## src/hdl/aes_blk_pkg.sv

```systemverilog
package aes_blk_pkg;

	localparam int unsigned RoundsMax = 14;
	localparam int unsigned KeysMax = RoundsMax + 1;

	// Configuration register indexes
	localparam logic [2:0] REG_KEY_SIZE = 3'd0;
	localparam logic [2:0] REG_KEY_0 = 3'd1;
	localparam logic [2:0] REG_KEY_1 = 3'd2;
	localparam logic [2:0] REG_KEY_2 = 3'd3;
	localparam logic [2:0] REG_KEY_3 = 3'd4;

	// Key size codes
	localparam logic [1:0] KSZ_128 = 2'd0;
	localparam logic [1:0] KSZ_192 = 2'd1;
	localparam logic [1:0] KSZ_256 = 2'd2;

	typedef logic [KeysMax-1:0][127:0] rk_array_t;

	typedef struct packed {
		logic en;
		logic final_rnd;
		logic bypass;
	} rnd_ctl_t;

	// S-box, entry 0 in the top byte
	localparam logic [2047:0] SBOX_TABLE = {
		128'h637c777bf26b6fc53001672bfed7ab76,
		128'hca82c97dfa5947f0add4a2af9ca472c0,
		128'hb7fd9326363ff7cc34a5e5f171d83115,
		128'h04c723c31896059a071280e2eb27b275,
		128'h09832c1a1b6e5aa0523bd6b329e32f84,
		128'h53d100ed20fcb15b6acbbe394a4c58cf,
		128'hd0efaafb434d338545f9027f503c9fa8,
		128'h51a3408f929d38f5bcb6da2110fff3d2,
		128'hcd0c13ec5f974417c4a77e3d645d1973,
		128'h60814fdc222a908846eeb814de5e0bdb,
		128'he0323a0a4906245cc2d3ac629195e479,
		128'he7c8376d8dd54ea96c56f4ea657aae08,
		128'hba78252e1ca6b4c6e8dd741f4bbd8b8a,
		128'h703eb5664803f60e613557b986c11d9e,
		128'he1f8981169d98e949b1e87e9ce5528df,
		128'h8ca1890dbfe6426841992d0fb054bb16
	};

	function automatic logic [7:0] sbox(input logic [7:0] v);
		sbox = SBOX_TABLE[2047 - 8*v -: 8];
	endfunction

	function automatic logic [31:0] sub_word(input logic [31:0] w);
		sub_word = {sbox(w[31:24]), sbox(w[23:16]), sbox(w[15:8]), sbox(w[7:0])};
	endfunction

	// multiply by 2 in GF(2^8)
	function automatic logic [7:0] xtime(input logic [7:0] a);
		xtime = {a[6:0], 1'b0} ^ (a[7] ? 8'h1b : 8'h00);
	endfunction

endpackage

```

## src/hdl/aes_blk_kexp.sv

```systemverilog
module aes_blk_kexp
	import aes_blk_pkg::*;
(
	input  logic        clk,
	input  logic        arst_n,
	input  logic        wr_en,
	input  logic [2:0]  wr_index,
	input  logic [63:0] wr_data,
	output rk_array_t   rkeys,
	output logic [3:0]  num_rounds,
	output logic        ready
);

	logic [1:0]  key_size_q;
	logic [63:0] key_q [4];
	logic        busy_q;
	logic [5:0]  idx_q;
	logic [2:0]  mod_q;
	logic [7:0]  rcon_q;
	logic [31:0] win_q [8];
	rk_array_t   rk_q;

	logic [3:0]  nk;
	logic [2:0]  back_sel;
	logic [5:0]  last_idx;
	logic [31:0] key_word, t_word, new_word;
	logic        wr_hit;

	always_comb begin
		case (key_size_q)
			KSZ_128: begin
				nk = 4'd4;
				back_sel = 3'd4;
				last_idx = 6'd43;
			end
			KSZ_192: begin
				nk = 4'd6;
				back_sel = 3'd2;
				last_idx = 6'd51;
			end
			default: begin
				nk = 4'd8;
				back_sel = 3'd0;
				last_idx = 6'd59;
			end
		endcase
	end

	assign key_word = idx_q[0] ? key_q[idx_q[2:1]][31:0] : key_q[idx_q[2:1]][63:32];

	always_comb begin
		if (mod_q == 3'd0)
			t_word = sub_word({win_q[7][23:0], win_q[7][31:24]}) ^ {rcon_q, 24'h0};
		else if (nk == 4'd8 && mod_q == 3'd4)
			t_word = sub_word(win_q[7]);
		else
			t_word = win_q[7];
		new_word = ({2'b00, idx_q} < {4'b0000, nk}) ? key_word : (win_q[back_sel] ^ t_word);
	end

	assign wr_hit = wr_en && (wr_index <= REG_KEY_3);

	always_ff @(posedge clk or negedge arst_n) begin
		if (!arst_n) begin
			key_size_q <= KSZ_128;
			for (int k = 0; k < 4; k++) key_q[k] <= '0;
			busy_q <= 1'b1;
			idx_q  <= '0;
			mod_q  <= '0;
			rcon_q <= 8'h01;
		end else if (wr_hit) begin
			case (wr_index)
				REG_KEY_SIZE: key_size_q <= wr_data[1:0];
				REG_KEY_0:    key_q[0] <= wr_data;
				REG_KEY_1:    key_q[1] <= wr_data;
				REG_KEY_2:    key_q[2] <= wr_data;
				REG_KEY_3:    key_q[3] <= wr_data;
				default:      ;
			endcase
			busy_q <= 1'b1;
			idx_q  <= '0;
			mod_q  <= '0;
			rcon_q <= 8'h01;
		end else if (busy_q) begin
			idx_q <= idx_q + 6'd1;
			mod_q <= ({1'b0, mod_q} == nk - 4'd1) ? 3'd0 : mod_q + 3'd1;
			if (mod_q == 3'd0 && {2'b00, idx_q} >= {4'b0000, nk}) rcon_q <= xtime(rcon_q);
			if (idx_q == last_idx) busy_q <= 1'b0;
		end
	end

	// word window and round key store, payload only
	always_ff @(posedge clk) begin
		if (busy_q && !wr_hit) begin
			for (int k = 0; k < 7; k++) win_q[k] <= win_q[k+1];
			win_q[7] <= new_word;
			rk_q[idx_q[5:2]][127 - 32*idx_q[1:0] -: 32] <= new_word;
		end
	end

	assign rkeys = rk_q;
	assign num_rounds = nk + 4'd6;
	assign ready = !busy_q;

endmodule

```

## config.mk

```make
export PLATFORM = sky130hd
export DESIGN_NAME = aes_blk_kexp
export DESIGN_NICKNAME = d
export VERILOG_FILES = /design/src/hdl/aes_blk_pkg.sv /design/src/hdl/aes_blk_kexp.sv
export SDC_FILE = /design/constraint.sdc
export NUM_CORES = 2
export LEC_CHECK = 0
export BUFFER_PORTS_ARGS = -buffer_cell sky130_fd_sc_hd__buf_2
export CAP_MARGIN = 20
export CORE_AREA = 4 4 786 788
export DETAILED_ROUTE_END_ITERATION = 10
export DIE_AREA = 0 0 790 792
export PLACE_DENSITY = 0.34
export SLEW_MARGIN = 10
export SYNTH_ARGS = -nofsm -noshare
export SYNTH_HDL_FRONTEND = slang
export SYNTH_SLANG_ARGS = --single-unit
```

## constraint.sdc

```tcl
create_clock -name clk -period 29.9 [get_ports clk]
set_input_delay 4.485 -clock clk [delete_from_list [all_inputs] [get_ports clk]]
set_output_delay 4.485 -clock clk [all_outputs]
set_load 0.02 [all_outputs]
```

==> qor.txt <==
drt wl/cell -> 34.9 um
share of cells above drive strength 1 -> 40.9%
Port Buffers -> 1992
All-Layer GR Usage -> 17.4%
kind of critical path -> in2reg
Largest delay share family, worst path -> simple AND/OR/NAND/NOR gates
maximum fanout along the worst path -> 31
PwrDens -> 108 nW/um^2
htree depth -> 5
Pint -> 7.76 mW
Synth area leader -> edfxtp_1
Post-synth ARST share -> 11.3%
Crit path top cell by count -> buf_4
Layout area overhead -> 34.1%
slowest library cell on the worst path -> nor2_4
Clk pwr share -> 26.0%
Avg Synthesized Cell Area -> 16.4 sq um
period utilization -> 26.2%
part of the Yosys area used for sequential elements -> 75.8%
first-pass GRT wire length -> 721000 um
power share of the combinational group -> 41.3%
cell total after placement -> 15.8k
die width -> 790 um
Post-Syn Nets -> 5961
Fmax -> 128 MHz
number of gates resized after cts -> 0
count of final max-slew check failures -> 0
fin area -> 128000 sq um
Sw Ratio -> 43.7%
yosys warns -> 0
switching pwr -> 6.02 mW
via count -> 67.9k
largest net degree at the start of global routing -> 160
Synth Cell Area -> 95300 sq um
Rows -> 287
postcts setup bufs -> 0
routability cong. -> 0.897
Final nets -> 8175
clock tree sinks -> 2452
CP arrival -> 8.41 ns
minimum clock period -> 7.83 ns
clock-pin slew on the worst setup and hold paths -> 0.06 ns
Initial DRT Pass Iterations -> 6
Worst VDD drop -> 59.8 uV
CTS tree -> yes
clk root buf -> clkbuf_16
Hold Fails Final Rpt -> 0
# DRC -> 0
setup TNS -> 0 ns
Synth cell types -> 93
top_reg_cell synth -> edfxtp_1
Filler Cell Count -> 65.2k
Static Leak -> 45.4 nW
Critical Path Sink Type -> flop
slowest stage delay, CP -> 0.75 ns
final hold slack -> 0.392 ns
die footprint -> 626000 sq um
initial core utilization -> 15.6%
Mapped Cells -> 5826
area fraction of the dominant cell type after synthesis -> 68.6%
WP buf/inv -> 4
Routed Antenna Nets -> 0
CTS max path bufs -> 4
final wirelength -> 573000 um
Worst EP required -> 30.48 ns
vias per inst -> 4.13
status -> complete, no violations
largest cells by area after synthesis -> edfxtp_1 (69%), dfrtp_1 (7.2%), mux2_2 (3.3%), mux4_2 (2.1%), a21oi_1 (1.2%)
Post-synth EDFFs -> 2176
Setup Skew -> 0.126 ns
GRT Residual Overflow -> 0
worst skew pair latency -> 1.00 ns
worst slew pin tran -> 1.21 ns
Flop pwr share -> 32.7%
crit path cell chain -> buf_2, o21ai_0, and2_1, nor2_4, buf_4, nand2_2, buf_4, nor2_4, buf_4
synthesized flop and latch total -> 2452
antenna violations before repair -> 136
# IOs -> 1995
CTS Hold Bufs -> 0
First DRT Iteration DRCs -> 7358
core footprint -> 610000 sq um
CTS Buf Count -> 293
RSZ-0062 raised after global routing -> false
Rel. slew slack -> 19.4%
critical path launch point type -> input pin
DP HPWL -> 418000 um
Final setup viols -> 0
post-placement cell area -> 118000 sq um
max cap viols -> 0
Hold WC Path Type -> reg2reg
Non-Filler Instances -> 16.4k
vias in the first global route -> 66.2k
DIE HEIGHT -> 792 um
-- cell usage in the layout, fill, tap and decap left out, types with 91 or more instances in the layout --
cell and n:
o21ai_0 150, mux2_2 279, nor2b_1 96, nand2_1 287, nand2b_1 128, nand3_1 130, nor2_1 214, dfrtp_1 270
edfxtp_1 2176, mux2i_1 91, a21oi_1 204, buf_4 293, buf_2 1992, clkbuf_16 297
-- registers in the layout (all words and copies together), names as in the netlist --
name,cells
busy_q,1
idx_q,6
key_q,256
key_size_q,2
mod_q,3
rcon_q,8
rkeys,1920
win_q,256
-- final cells by class --
cell class | count | area [sq um] | share of cell area [%]
repair buffers | 2300 | 12500 | 9.76
clock buffers | 365 | 7770 | 6.08
inverters | 64 | 240 | 0.188
diodes | 73 | 183 | 0.143
multi-input cells | 2929 | 23000 | 18.0
well taps | 8092 | 10100 | 7.93
clock inverters | 165 | 1710 | 1.34
flip-flops and latches | 2452 | 72300 | 56.6
-- power by group through the flow --
| stage | Sequential (mW) | Clock, mW | Combinational, mW |
|---|---|---|---|
| floorplan | 4.61 | 0 | 2.44 |
| global placement | 4.56 | 0 | 5.72 |
| detailed placement | 4.57 | 0 | 5.69 |
| CTS | 4.51 | 3.69 | 5.70 |
| global route | 4.53 | 3.83 | 5.91 |
| finish | 4.51 | 3.58 | 5.69 |
-- worst reg2reg max path, stage by stage, from the launching register on --
cell       delay, ns
edfxtp_1        0.33
buf_4           0.47
inv_1           0.51
ha_1            1.01
mux2i_1         0.46
o221ai_1        0.26
o21ai_0         0.12
a22oi_1         0.38
o2111ai_1       0.24
buf_4           0.23
a2111oi_0       0.74
a211oi_4        0.24
buf_4           0.26
nor2_4          0.77
-- worst paths after layout --
kind / endpoint / start / slack (ns) / cells past startpoint
max: rkeys[268] / wr_index[2] / 22.07 / 9
min: win_q[3][29] / win_q[4][29] / 0.39 / 0
max reg2reg: rkeys[917] / win_q[7][17] / 23.49 / 13
min reg2reg: win_q[3][29] / win_q[4][29] / 0.39 / 0
max in group asynchronous: idx_q[2] / arst_n / 24.71 / 2
min in group asynchronous: key_q[102] / arst_n / 3.60 / 1
-- through the flow --
stage	total power [mW]	setup WS (ns)	utilization (%)
6_report	13.8	22.07	20.9
5_1_grt	14.3	21.94	20.9
4_1_cts	13.9	22.07	20.9
3_5_place_dp	10.3	21.04	19.3
3_3_place_gp	10.3	21.12	19.3
2_1_floorplan	7.06	10.28	-
-- Yosys cell counts, types with 34 or more instances --
cell / number
a211oi_1: 68
a21oi_1: 237
a311oi_1: 68
a31oi_1: 70
buf_2: 92
clkbuf_1: 236
dfrtp_1: 274
edfxtp_1: 2176
ha_1: 65
inv_1: 55
mux2_2: 279
mux2i_1: 95
mux4_2: 88
nand2_1: 305
nand2b_1: 128
nand3_1: 139
nor2_1: 307
nor2b_1: 97
nor3_1: 108
o211ai_1: 55
o21ai_0: 150
or2_2: 34
-- routing by layer --
| metal | wire [um] | global-route usage (%) | vias to the layer above |
|---|---|---|---|
| met5 | 437 | 0 | - |
| met4 | 22000 | 5.77 | 68 |
| met3 | 48700 | 4.72 | 720 |
| met2 | 274000 | 29.0 | 3566 |
| met1 | 228000 | 21.6 | 36200 |
| li1 | - | - | 27300 |
-- cells by family after synthesis --
logic type / count (synthesis) / share of synthesized area (%)
other cells: 2 / 0.00788
fa+ha+maj: 65 / 0.854
buf+inv: 445 / 2.01
mux: 462 / 6.38
xor+xnor: 21 / 0.193
simple gates: 1340 / 7.04
flops: 2452 / 75.8
compound gates: 1039 / 7.69
No activity file was read; power rests on OpenSTA's default activity.
